### config.mk
export PLATFORM = sky130hd
export DESIGN_NAME = http_header_end_content_length_scanner_top
export DESIGN_NICKNAME = d
export VERILOG_FILES = /design/src/rtl/hhecl_pkg.sv /design/src/rtl/hhecl_core.sv /design/src/rtl/http_header_end_content_length_scanner_top.sv
export SDC_FILE = /design/constraint.sdc
export NUM_CORES = 1
export LEC_CHECK = 0
export BUFFER_PORTS_ARGS = -buffer_cell sky130_fd_sc_hd__buf_2
export CAP_MARGIN = 30
export CORE_ASPECT_RATIO = 0.6
export CORE_MARGIN = 10
export CORE_UTILIZATION = 25
export DETAILED_ROUTE_END_ITERATION = 6
export GPL_TIMING_DRIVEN = 0
export SETUP_SLACK_MARGIN = 0.3
export SYNTH_ARGS = -nofsm -noshare
export SYNTH_HDL_FRONTEND = slang
export SYNTH_HIERARCHICAL = 1
export SYNTH_SLANG_ARGS = --single-unit
export TNS_END_PERCENT = 50
### constraint.sdc
create_clock -name clk -period 11 [get_ports clk]
set_input_delay 1.1 -clock clk [delete_from_list [all_inputs] [get_ports clk]]
set_output_delay 1.1 -clock clk [all_outputs]
set_load 0.03 [all_outputs]
### src/rtl/hhecl_pkg.sv
// ----------------------------------------------------------------------------
// hhecl_pkg
// Shared types and constants for the HTTP header-end / Content-Length scanner.
// ----------------------------------------------------------------------------
package hhecl_pkg;

    // Width of the length_value port.
    localparam int LEN_OUT_W = 24;

    // Per-byte status carried from the scan core to the result register
    typedef struct packed {
        logic done;
        logic body;
        logic extra;
        logic length_found;
    } step_flags_t;

endpackage

### src/rtl/hhecl_core.sv
// ----------------------------------------------------------------------------
// hhecl_core
// Parser state and one-byte next-state logic for the header/length scanner.
// ----------------------------------------------------------------------------
module hhecl_core #(
    parameter int LEN_BITS = 24
) (
    input  logic                      clk,
    input  logic                      rst_n,
    input  logic                      step,
    input  logic [7:0]                data_byte,
    input  logic                      restart,
    output hhecl_pkg::step_flags_t    flags,
    output logic [LEN_BITS-1:0]       length_acc
);

    localparam logic [4:0] PH_SKIP_EMPTY  = 5'd0;
    localparam logic [4:0] PH_SKIP        = 5'd1;
    localparam logic [4:0] PH_LF          = 5'd2;
    localparam logic [4:0] PH_LFCR        = 5'd3;
    localparam logic [4:0] PH_STARTWS     = 5'd4;
    localparam logic [4:0] PH_NAME_FIRST  = 5'd5;
    localparam logic [4:0] PH_NAME_LAST   = 5'd17;
    localparam logic [4:0] PH_COLON       = 5'd18;
    localparam logic [4:0] PH_VALUE_START = 5'd19;
    localparam logic [4:0] PH_VALUE       = 5'd20;
    localparam logic [4:0] PH_BODY        = 5'd21;

    localparam logic [7:0] CH_LF     = 8'h0A;
    localparam logic [7:0] CH_CR     = 8'h0D;
    localparam logic [7:0] CH_SP     = 8'h20;
    localparam logic [7:0] CH_TAB    = 8'h09;
    localparam logic [7:0] CH_DASH   = 8'h2D;
    localparam logic [7:0] CH_USCORE = 8'h5F;
    localparam logic [7:0] CH_COLON  = 8'h3A;
    localparam logic [7:0] CH_ZERO   = 8'h30;
    localparam logic [7:0] CH_NINE   = 8'h39;
    localparam logic [7:0] CH_LOW_C  = 8'h63;
    localparam logic [7:0] CH_LOW_L  = 8'h6C;
    localparam logic [7:0] CASE_BIT  = 8'h20;

    // Header name after the leading 'c': "ontent-length"
    function automatic logic [7:0] name_char(input logic [3:0] k);
        logic [7:0] ch;
        unique case (k)
            4'd0:    ch = 8'h6F;
            4'd1:    ch = 8'h6E;
            4'd2:    ch = 8'h74;
            4'd3:    ch = 8'h65;
            4'd4:    ch = 8'h6E;
            4'd5:    ch = 8'h74;
            4'd6:    ch = CH_DASH;
            4'd7:    ch = 8'h6C;
            4'd8:    ch = 8'h65;
            4'd9:    ch = 8'h6E;
            4'd10:   ch = 8'h67;
            4'd11:   ch = 8'h74;
            4'd12:   ch = 8'h68;
            default: ch = 8'h00;
        endcase
        return ch;
    endfunction

    // Phase after the first byte of a header line
    function automatic logic [4:0] line_start(input logic [7:0] b, input logic lv,
                                              input logic [4:0] dflt);
        logic [4:0] ph;
        ph = dflt;
        if (b == CH_SP || b == CH_TAB)
            ph = lv ? PH_SKIP : PH_STARTWS;
        else if ((b | CASE_BIT) == CH_LOW_C)
            ph = lv ? PH_SKIP : PH_NAME_FIRST;
        else if ((b | CASE_BIT) == CH_LOW_L)
            ph = lv ? PH_SKIP : PH_COLON;
        else if (b == CH_LF)
            ph = PH_LF;
        return ph;
    endfunction

    logic [4:0]          phase_reg,    phase_next;
    logic [LEN_BITS-1:0] accum_reg,    accum_next;
    logic                valid_reg,    valid_next;
    logic [LEN_BITS-1:0] remain_reg,   remain_next;
    logic                finished_reg, finished_next;

    logic [4:0]          ph_cur;
    logic [LEN_BITS-1:0] acc_cur;
    logic                lv_cur;
    logic [LEN_BITS-1:0] rem_cur;
    logic                fin_cur;

    logic                is_digit;
    logic [3:0]          digit;
    logic [LEN_BITS+3:0] acc_wide;
    logic [LEN_BITS+3:0] prod;
    logic [LEN_BITS-1:0] acc_sat;
    logic [3:0]          name_idx;
    logic [7:0]          want;
    logic                hit;
    logic [LEN_BITS-1:0] rem_dec;
    logic                done;
    logic                body;
    logic                extra;

    // Restart applies the reset state before this byte
    assign ph_cur  = restart ? PH_SKIP_EMPTY : phase_reg;
    assign acc_cur = restart ? '0 : accum_reg;
    assign lv_cur  = restart ? 1'b0 : valid_reg;
    assign rem_cur = restart ? '0 : remain_reg;
    assign fin_cur = restart ? 1'b0 : finished_reg;

    assign is_digit = (data_byte >= CH_ZERO) && (data_byte <= CH_NINE);
    assign digit    = data_byte[3:0];

    // accum * 10 + digit, saturated
    assign acc_wide = {4'b0000, acc_cur};
    assign prod     = (acc_wide << 3) + (acc_wide << 1) + {{LEN_BITS{1'b0}}, digit};
    assign acc_sat  = (prod[LEN_BITS+3:LEN_BITS] != 4'd0) ? '1 : prod[LEN_BITS-1:0];

    assign name_idx = 4'(ph_cur - PH_NAME_FIRST);
    assign want     = name_char(name_idx);
    assign hit      = (want == CH_DASH) ? (data_byte == CH_DASH || data_byte == CH_USCORE)
                                        : ((data_byte | CASE_BIT) == want);

    assign rem_dec = (rem_cur != '0) ? rem_cur - {{(LEN_BITS-1){1'b0}}, 1'b1} : '0;

    always_comb
    begin
        phase_next    = ph_cur;
        accum_next    = acc_cur;
        valid_next    = lv_cur;
        remain_next   = rem_cur;
        finished_next = fin_cur;
        done          = 1'b0;
        body          = 1'b0;
        extra         = 1'b0;

        priority if (fin_cur)
        begin
            extra = 1'b1;
        end
        else if (ph_cur >= PH_NAME_FIRST && ph_cur <= PH_NAME_LAST)
        begin
            if (hit)
                phase_next = (ph_cur == PH_NAME_LAST) ? PH_COLON : ph_cur + 5'd1;
            else
                phase_next = (data_byte == CH_LF) ? PH_LF : PH_SKIP;
        end
        else
        begin
            unique case (ph_cur)
                PH_SKIP_EMPTY:
                begin
                    if (!(data_byte == CH_LF || data_byte == CH_CR ||
                          data_byte == CH_SP || data_byte == CH_TAB))
                    begin
                        if ((data_byte | CASE_BIT) == CH_LOW_C)
                            phase_next = PH_NAME_FIRST;
                        else if ((data_byte | CASE_BIT) == CH_LOW_L)
                            phase_next = PH_COLON;
                        else
                            phase_next = PH_SKIP;
                    end
                end
                PH_LF, PH_LFCR:
                begin
                    if (ph_cur == PH_LF && data_byte == CH_CR)
                        phase_next = PH_LFCR;
                    else if (data_byte == CH_LF)
                    begin
                        // End of headers: enter body or finish now
                        phase_next = PH_BODY;
                        if (lv_cur && acc_cur != '0)
                            remain_next = acc_cur;
                        else
                        begin
                            remain_next   = '0;
                            finished_next = 1'b1;
                            done          = 1'b1;
                        end
                    end
                    else if (ph_cur == PH_LF)
                        phase_next = line_start(data_byte, lv_cur, PH_SKIP);
                    else
                        phase_next = PH_SKIP;
                end
                PH_STARTWS:
                begin
                    phase_next = line_start(data_byte, lv_cur, PH_SKIP);
                end
                PH_COLON:
                begin
                    if (!(data_byte == CH_SP || data_byte == CH_TAB))
                    begin
                        if (data_byte == CH_COLON)
                            phase_next = PH_VALUE_START;
                        else
                            phase_next = (data_byte == CH_LF) ? PH_LF : PH_SKIP;
                    end
                end
                PH_VALUE_START:
                begin
                    if (!(data_byte == CH_SP || data_byte == CH_TAB))
                    begin
                        if (is_digit)
                        begin
                            accum_next = {{(LEN_BITS-4){1'b0}}, digit};
                            phase_next = PH_VALUE;
                        end
                        else
                            phase_next = (data_byte == CH_LF) ? PH_LF : PH_SKIP;
                    end
                end
                PH_VALUE:
                begin
                    if (is_digit)
                        accum_next = acc_sat;
                    else if (data_byte == CH_CR || data_byte == CH_SP ||
                             data_byte == CH_TAB)
                    begin
                        valid_next = 1'b1;
                        phase_next = PH_SKIP;
                    end
                    else if (data_byte == CH_LF)
                    begin
                        valid_next = 1'b1;
                        phase_next = PH_LF;
                    end
                    else
                        phase_next = PH_SKIP;
                end
                PH_BODY:
                begin
                    body        = 1'b1;
                    remain_next = rem_dec;
                    if (rem_dec == '0)
                    begin
                        finished_next = 1'b1;
                        done          = 1'b1;
                    end
                end
                default:
                begin
                    phase_next = (data_byte == CH_LF) ? PH_LF : PH_SKIP;
                end
            endcase
        end
    end

    always_ff @(posedge clk or negedge rst_n)
    begin
        if (!rst_n)
        begin
            phase_reg    <= PH_SKIP_EMPTY;
            accum_reg    <= '0;
            valid_reg    <= 1'b0;
            remain_reg   <= '0;
            finished_reg <= 1'b0;
        end
        else if (step)
        begin
            phase_reg    <= phase_next;
            accum_reg    <= accum_next;
            valid_reg    <= valid_next;
            remain_reg   <= remain_next;
            finished_reg <= finished_next;
        end
    end

    assign flags.done         = done;
    assign flags.body         = body;
    assign flags.extra        = extra;
    assign flags.length_found = valid_next;
    assign length_acc         = accum_next;

endmodule

### src/rtl/http_header_end_content_length_scanner_top.sv
// ----------------------------------------------------------------------------
// http_header_end_content_length_scanner_top
// Byte-wide scanner that finds the end of an HTTP header block, parses the
// Content-Length value and counts the body down to message completion.
// ----------------------------------------------------------------------------
//
//  Channel | Handshake            | Payload
//  --------+----------------------+------------------------------------------
//  input   | in_valid / in_stall  | data_byte, restart
//  output  | out_valid / out_stall| message_done, in_body, length_found,
//          |                      | length_value, extra_byte
//
//  One byte per cycle sustained while out_stall is low; every transaction gives
//  exactly one result, via the input register and then the result register.
//  The rate is set by the parser state loop in hhecl_core: byte classification,
//  multiply-by-ten accumulate with saturation and phase update are combinational.
//  rst_n clears the parser to the skip-blank-lines phase with no length.
//  out_stall holds the result register; the input register then holds too
//  and in_stall rises, so no transaction is dropped.
//
module http_header_end_content_length_scanner_top #(
    parameter int LEN_BITS = 24
) (
    input  logic        clk,
    input  logic        rst_n,
    input  logic        in_valid,
    output logic        in_stall,
    input  logic [7:0]  data_byte,
    input  logic        restart,
    output logic        out_valid,
    input  logic        out_stall,
    output logic        message_done,
    output logic        in_body,
    output logic        length_found,
    output logic [hhecl_pkg::LEN_OUT_W-1:0] length_value,
    output logic        extra_byte
);

    localparam int OW = hhecl_pkg::LEN_OUT_W;

    // Input register
    logic        s1_valid_reg, s1_valid_next;
    logic [7:0]  s1_byte_reg;
    logic        s1_restart_reg;

    // Result register
    logic                   out_valid_reg, out_valid_next;
    hhecl_pkg::step_flags_t out_flags_reg;
    logic [OW-1:0]          out_len_reg;

    logic                   out_free;
    logic                   s1_go;
    logic                   accept;
    hhecl_pkg::step_flags_t core_flags;
    logic [LEN_BITS-1:0]    core_len;
    logic [LEN_BITS+OW-1:0] len_ext;

    // Result register can load when empty or being taken this cycle
    assign out_free = !out_valid_reg || !out_stall;
    assign s1_go    = s1_valid_reg && out_free;
    assign in_stall = s1_valid_reg && !out_free;
    assign accept   = in_valid && !in_stall;

    assign s1_valid_next  = in_stall ? 1'b1 : accept;
    assign out_valid_next = s1_go ? 1'b1 : (out_valid_reg && out_stall);

    // Advance the parser state only when the byte moves into the result register
    hhecl_core #(
        .LEN_BITS (LEN_BITS)
    ) u_core (
        .clk        (clk),
        .rst_n      (rst_n),
        .step       (s1_go),
        .data_byte  (s1_byte_reg),
        .restart    (s1_restart_reg),
        .flags      (core_flags),
        .length_acc (core_len)
    );

    // Report the low bits of the accumulator, zero-extended if it is narrower
    assign len_ext = {{OW{1'b0}}, core_len};

    always_ff @(posedge clk or negedge rst_n)
    begin
        if (!rst_n)
        begin
            s1_valid_reg  <= 1'b0;
            out_valid_reg <= 1'b0;
        end
        else
        begin
            s1_valid_reg  <= s1_valid_next;
            out_valid_reg <= out_valid_next;
        end
    end

    // Payload registers: load on transfer, hold otherwise
    always_ff @(posedge clk)
    begin
        if (accept)
        begin
            s1_byte_reg    <= data_byte;
            s1_restart_reg <= restart;
        end
        if (s1_go)
        begin
            out_flags_reg <= core_flags;
            out_len_reg   <= len_ext[OW-1:0];
        end
    end

    assign out_valid    = out_valid_reg;
    assign message_done = out_flags_reg.done;
    assign in_body      = out_flags_reg.body;
    assign length_found = out_flags_reg.length_found;
    assign length_value = out_len_reg;
    assign extra_byte   = out_flags_reg.extra;

`ifndef SYNTH
    // A byte after completion is never body or a completion
    a_extra_exclusive: assert property (@(posedge clk) disable iff (!rst_n)
        out_valid_reg |-> !(out_flags_reg.extra &&
                            (out_flags_reg.body || out_flags_reg.done)))
        else $error("extra byte flagged as body or completion");

    // A held input byte stays in the input register
    a_s1_hold: assert property (@(posedge clk) disable iff (!rst_n)
        (s1_valid_reg && !out_free) |=> (s1_valid_reg && $stable(s1_byte_reg)))
        else $error("input register lost a stalled byte");

    // A stalled result stays valid and unchanged
    a_out_hold: assert property (@(posedge clk) disable iff (!rst_n)
        (out_valid_reg && out_stall) |=> (out_valid_reg && $stable(out_len_reg)))
        else $error("result register changed under stall");
`endif

endmodule
==> After elaboration in Yosys (flattened, before gate mapping) <==
Memory sizes are Yosys's and may differ from the RTL's.
Index checks and enable logic that the tools add are counted.
{ "op_classes": {"n_addsub": 5, "reduce_logical": 27, "n_mux": 64, "n_eq_ne": 19, "order_cmp": 4} }
{ "ops": {"columns": ["operator", "count"], "rows": [
  ["2-to-1 mux 24 bit", 14],
  ["2-to-1 mux 5 bit", 24],
  ["case mux 24 bit (2 select lines)", 2],
  ["nonzero test 24 bit", 2],
  ["case mux 5 bit (7 select lines)", 1],
  ["equality test 8 x 6 -> 1 bit (second input constant)", 4],
  ["adder 27 x 25 -> 28 bit", 1],
  ["adder 28 x 4 -> 28 bit", 1],
  ["equality test 5 bit (second input constant)", 5],
  ["equality test 8 x 4 -> 1 bit (second input constant)", 3],
  ["logical NOT 24 bit", 1],
  ["subtractor 24 x 1 -> 24 bit (second input constant)", 1],
  ["2-to-1 mux 1 bit", 19],
  ["equality test 7 x 6 -> 1 bit (second input constant)", 2],
  ["equality test 5 x 2 -> 1 bit (second input constant)", 2],
  ["equality test 8 x 7 -> 1 bit (second input constant)", 1],
  ["equality test 8 bit", 1],
  ["greater-or-equal comparator 8 x 6 -> 1 bit (second input constant)", 1],
  ["less-or-equal comparator 8 x 6 -> 1 bit (second input constant)", 1],
  ["logical AND 1 bit", 8],
  ["logical OR 1 bit", 8],
  ["2-to-1 mux 3 bit", 2],
  ["adder 5 x 1 -> 5 bit (second input constant)", 1],
  ["equality test 5 x 3 -> 1 bit (second input constant)", 1],
  ["other kinds (9)", 13]
]} }
{ "word_totals": {"out_inout_bits": 30, "rom_bits": 112, "register_bits": 94, "n_memories": 1, "input_bits": 13, "elab_cells": 134} }
{ "mem_list": {"columns": ["memory", "words", "word_bits", "read_ports", "rd_ports_with_merged_regs", "wr", "line_no", "source"], "rows": [
  ["(name not given)", 16, 7, 1, 0, 0, "hhecl_core.sv:45", "unique case (k)"]
]} }

==> Logic depth before layout (Yosys ltp) <==
{ "depth": {"depth_word": 11, "mapped_depth": 19, "ltp_nobuf": 16} }

==> Hierarchy <==
Netlist, hierarchy kept.
{ "by_module_without_submodules": {"columns": ["mod", "area_each_um2", "cells_each", "seq_area_each_um2", "instances"], "rows": [
  ["hhecl_core", 6931.6, 973, 1376.3, 1],
  ["http_header_end_content_length_scanner_top", 1203.7, 45, 1161.1, 1]
]} }

==> Least setup slack after synthesis <==
No wires, ideal clock.
{ "synth_path": {"path_kind": "in2reg", "from": "input out_stall", "to": "register u_core.accum_reg[1]", "stages": 7, "path_buffers": 1, "path_slack_ps": 5828, "required_ps": 10870, "arrival_ps": 5042, "setup_ps": 130, "path_cell_list": "a21boi_0 -> inv_1 -> nor2_1 -> clkbuf_1 -> nand2_1 -> o21ai_0 -> o21ai_0"} }
{ "synth_between": {"elab_chain_cells": 3} }
{ "synth_rtl": {"columns": ["element", "line_no", "source"], "rows": [
  ["start: declaration", "http_header_end_content_length_scanner_top.sv:31", "input logic out_stall,"],
  ["logical NOT 1 bit", "http_header_end_content_length_scanner_top.sv:59", "assign out_free = !out_valid_reg || !out_stall;"],
  ["logical OR 1 bit", "http_header_end_content_length_scanner_top.sv:59", null],
  ["logical AND 1 bit", "http_header_end_content_length_scanner_top.sv:60", "assign s1_go = s1_valid_reg && out_free;"],
  ["end signal: assignment", "hhecl_core.sv:263", "accum_reg <= accum_next;"],
  ["end: declaration", "hhecl_core.sv:81", "logic [LEN_BITS-1:0] accum_reg, accum_next;"]
]} }
No other way between the ends.
A chain may end at the register's enable or synchronous reset.

==> Final worst setup path <==
{ "layout_path": {"from": "register s1_restart_reg", "to": "register out_len_reg[12] (netlist: length_value[12]), data pin"} }
{ "layout_between": {"elab_chain_cells": 9, "word_cells_on_any_way": 18, "classes_between": "add/sub: 2; order compare: 2; eq/ne: 2; mux: 10; reduce/logical: 2"} }
{ "layout_rtl": {"columns": ["element", "line_no", "source"], "rows": [
  ["start: declaration", "http_header_end_content_length_scanner_top.sv:44", "logic s1_restart_reg;"],
  ["start signal: assignment", "http_header_end_content_length_scanner_top.sv:103", "s1_restart_reg <= restart;"],
  ["2-to-1 mux 24 bit", "hhecl_core.sv:107", "assign acc_cur = restart ? '0 : accum_reg;"],
  ["adder 27 x 25 -> 28 bit", "hhecl_core.sv:117", "assign prod = (acc_wide << 3) + (acc_wide << 1) + {{LEN_BITS{1'b0}}, digit};"],
  ["adder 28 x 4 -> 28 bit", "hhecl_core.sv:117", null],
  ["nonzero test 4 bit", "hhecl_core.sv:118", "assign acc_sat = (prod[LEN_BITS+3:LEN_BITS] != 4'd0) ? '1 : prod[LEN_BITS-1:0];"],
  ["2-to-1 mux 24 bit", "hhecl_core.sv:118", null],
  ["2-to-1 mux 24 bit", "hhecl_core.sv:216", "if (is_digit)"],
  ["case mux 24 bit (2 select lines)", "hhecl_core.sv:151", "unique case (ph_cur)"],
  ["2-to-1 mux 24 bit", "hhecl_core.sv:142", "else if (ph_cur >= PH_NAME_FIRST && ph_cur <= PH_NAME_LAST)"],
  ["2-to-1 mux 24 bit (*)", "hhecl_core.sv:138", "priority if (fin_cur)"],
  ["net core_len[12]", "http_header_end_content_length_scanner_top.sv:55", "logic [LEN_BITS-1:0] core_len;"],
  ["end signal: assignment", "http_header_end_content_length_scanner_top.sv:108", "out_len_reg <= len_ext[OW-1:0];"],
  ["end: declaration", "http_header_end_content_length_scanner_top.sv:49", "logic [OW-1:0] out_len_reg;"]
]} }
Mark *: on every way through the listed nets, which the timed path passes. The rest lies on a longest branch.

==> flow_summary_export.csv <==
group,metric,value,unit
yosys,syn_area,0.00814,mm^2
worst_setup_path,cp-startpoint,"s1_restart_reg$_DFFE_PP_",
die,ios,43,
global_route,grt_use_total,14.5,%
yosys,synth_area_per_cell,7.99,um^2
worst_setup_path,endpoint,"length_value[12]$_DFFE_PP_",
worst_setup_path,cp_data_arrival_time,7.00,ns
global_route,grt_pass1_vias,7485,
clocking,cts_resized,0,
power,irDropWorstVdd,0.0717,mV
clocking,cts_tree,"yes",
clocking,clockRootBuffer,"clkbuf_16",
yosys,yosysWarnings,6,
power,p_leak,3.68,nW
yosys,synth_cell_types,85,
yosys,yosys-top-cells-area,"dfrtp_1 (18%), edfxtp_1 (14%), ha_1 (7.8%), nand2_1 (6.3%), a21oi_1 (4.2%)",
finish,diodes,0,
power,power.density,98.4,mW/mm^2
finish,nets,1138,
clocking,cts_buffer_depth,2,
clocking,clk_pin_slew,0.09,ns
sta,finalHoldViolCount,0,
sta,fmax,0.145,GHz
flow_run,maxCapViolations,0,
yosys,synth_edf_count,37,
yosys,synth-main-ff-cell,"dfrtp_1",
placement,place_ws,4.43,ns
sta,finalSetupViolCount,0,
finish,multi_input_area,0.00520,mm^2
placement,gp_congestion,0.938,
yosys,yosysSeqAreaShare,31.2,%
route,drt_iter0_markers,1192,
worst_setup_path,worstSetupPathType,"reg2reg",
worst_setup_path,timing.rr.end,"length_value[12]$_DFFE_PP_",
min_path,worstHoldPathType,"reg2reg",
sta,tightestPinTransition,0.932,ns
worst_setup_path,cp_max_fo,10,
route,wire_per_inst,20.1,um
global_route,grt_max_degree,58,
placement,io_buffers,42,
die,core.rowCount,51,
yosys,synth-async-reset-ratio,60.6,%
yosys,yosysMostFrequentCell,"nand2_1",
finish,fillers,3485,
route,firstDrtPassIters,6,
clocking,clkSinkCount,94,
clocking,clk_latency,0.38,ns
yosys,ys_top_cells_by_count,"nand2_1 (136), nor2_1 (83), a21oi_1 (69)",
clocking,h-tree-depth,3,
route,postRouteAntennaNets,0,
finish,syn2layout_area_growth,13.4,%
sta,skew,0.0153,ns
sta,layout_setup_ws,4.09,ns
worst_setup_path,r2r-start,"s1_restart_reg$_DFFE_PP_",
sta,rsz0062_at_grt,"false",
die,start_util,25.2,%
global_route,grt-ovfl-total,0,
route,vias_per_cell,5.66,
worst_setup_path,rrSetupSlack,4.09,ns
sta,slew_headroom,37.5,%
global_route,grt_pass1_wl,45.9,mm
sta,period_needed,6.91,ns
die,die_y,160,um
clocking,cts-buffers-inserted,9,
yosys,synth_top_area_share,17.5,%
worst_setup_path,cp.required,11.09,ns
sta,fin_crit_sh,62.8,%
global_route,antenna_found_initial,0,
die,die_w,253,um
placement,dp_hpwl,23.6,mm
sta,drv_slew,0,
finish,drive_gt1_share,9.55,%
yosys,synth_cells,1018,
status,status,"complete, no violations",
worst_setup_path,ff2ff_path_depth,17,
route,route.detailed.drc,0,
sta,setup_tns,0,ns
yosys,syn_nets,1083,
placement,placed_cell_area,0.00891,mm^2
finish,regArea,0.00254,mm^2
clocking,ctsHoldBuffers,0,
worst_setup_path,cp-start-kind,"register",
route,vias,8506,
yosys,netlist.top_cell.by_area,"dfrtp_1",
clocking,cts_setup_buffers,0,
die,fp.coreArea,0.0323,mm^2
yosys,synth-seq-cells,94,
worst_setup_path,cp-end-kind,"register",
die,die_area,0.0404,mm^2
route,wl,30.1,mm
finish,fin_area,0.00923,mm^2
worst max-delay path: stages (launching register included):
cell      delay [ns]
edfxtp_1        0.32
clkbuf_1        0.44
clkbuf_1        0.56
clkbuf_1        0.58
clkbuf_1        0.72
nor2b_1         0.36
ha_1            0.38
ha_1            0.36
nor2b_1         0.16
o31a_1          0.30
o211ai_1        0.34
a211o_1         0.25
a41oi_1         0.19
xnor2_1         0.65
nand4_2         0.25
buf_2           0.28
o221ai_1        0.28
nand2_1         0.19
report_power, final:
group | internal [mW] | total (mW) | switching [mW]
clock network | 0.164 | 0.335 | 0.171
logic | 0.0543 | 0.180 | 0.126
registers | 0.380 | 0.393 | 0.0126
total | 0.599 | 0.908 | 0.309
layout by cell type (no fill, tap or decap), types with 15 or more instances in the layout:
cell type	count
o221ai_1	16
nor2_1	83
o21ai_1	44
nand2_1	136
xnor2_1	24
ha_1	51
edfxtp_1	37
nand3_1	22
a31oi_1	15
nor3_1	22
nor4_1	17
nor2b_1	30
a21oi_1	69
clkbuf_1	50
o21ai_0	68
dfrtp_1	57
buf_2	52
and2_1	16
inv_1	28
how the worst min path moves through the flow:
stage	to	cells after the start	slack, ns	from
detailed placement	out_valid$_DFF_PN0_	1	0.50	s1_valid_reg$_DFF_PN0_
floorplan	u_core/remain_reg[15]$_DFFE_PN0P_	2	0.46	u_core/remain_reg[15]$_DFFE_PN0P_
global placement	out_valid$_DFF_PN0_	1	0.48	s1_valid_reg$_DFF_PN0_
finish	out_valid$_DFF_PN0_	1	0.52	s1_valid_reg$_DFF_PN0_
CTS	out_valid$_DFF_PN0_	1	0.53	s1_valid_reg$_DFF_PN0_
global route	out_valid$_DFF_PN0_	1	0.57	s1_valid_reg$_DFF_PN0_
metal layers:
metal / track usage (%) / vias to the layer above / routed length (um)
met1: 24.3 / 4078 / 15300
met5: 0 / - / 0
li1: - / 3868 / -
met3: 5.12 / 31 / 4540
met2: 15.9 / 529 / 9990
met4: 2.51 / 0 / 335
kinds of logic after synthesis:
kind of cell / Yosys count / share of synthesized area (%)
and+or+nand+nor: 397 / 24.3
AOI/OAI and AO/OA: 334 / 26.5
buffers and inverters: 98 / 5.00
DFF: 94 / 31.2
adders and majority gates: 52 / 8.09
xor gates and xnor gates: 39 / 4.38
muxes: 4 / 0.523
through the flow:
| step | utilization, % | hold slack (ns) | power (mW) | cells |
|---|---|---|---|---|
| floorplan | - | 0.465 | 0.514 | 1018 |
| global placement | 27.5 | 0.475 | 0.573 | 1484 |
| detailed placement | 27.6 | 0.504 | 0.574 | 1486 |
| CTS | 28.6 | 0.526 | 0.909 | 1502 |
| global route | 28.6 | 0.565 | 0.946 | 1502 |
| finish | 28.6 | 0.522 | 0.908 | 1502 |
layout make-up:
cell class / instances / share of cell area, %
clock inverter: 7 / 0.936
multi-input combinational: 826 / 56.4
timing repair buffer: 44 / 2.58
sequential: 94 / 27.5
clock buffer: 9 / 2.44
tap: 424 / 5.75
inverter: 29 / 1.18
buffer: 69 / 3.23
(Power assumes the default switching activity.)
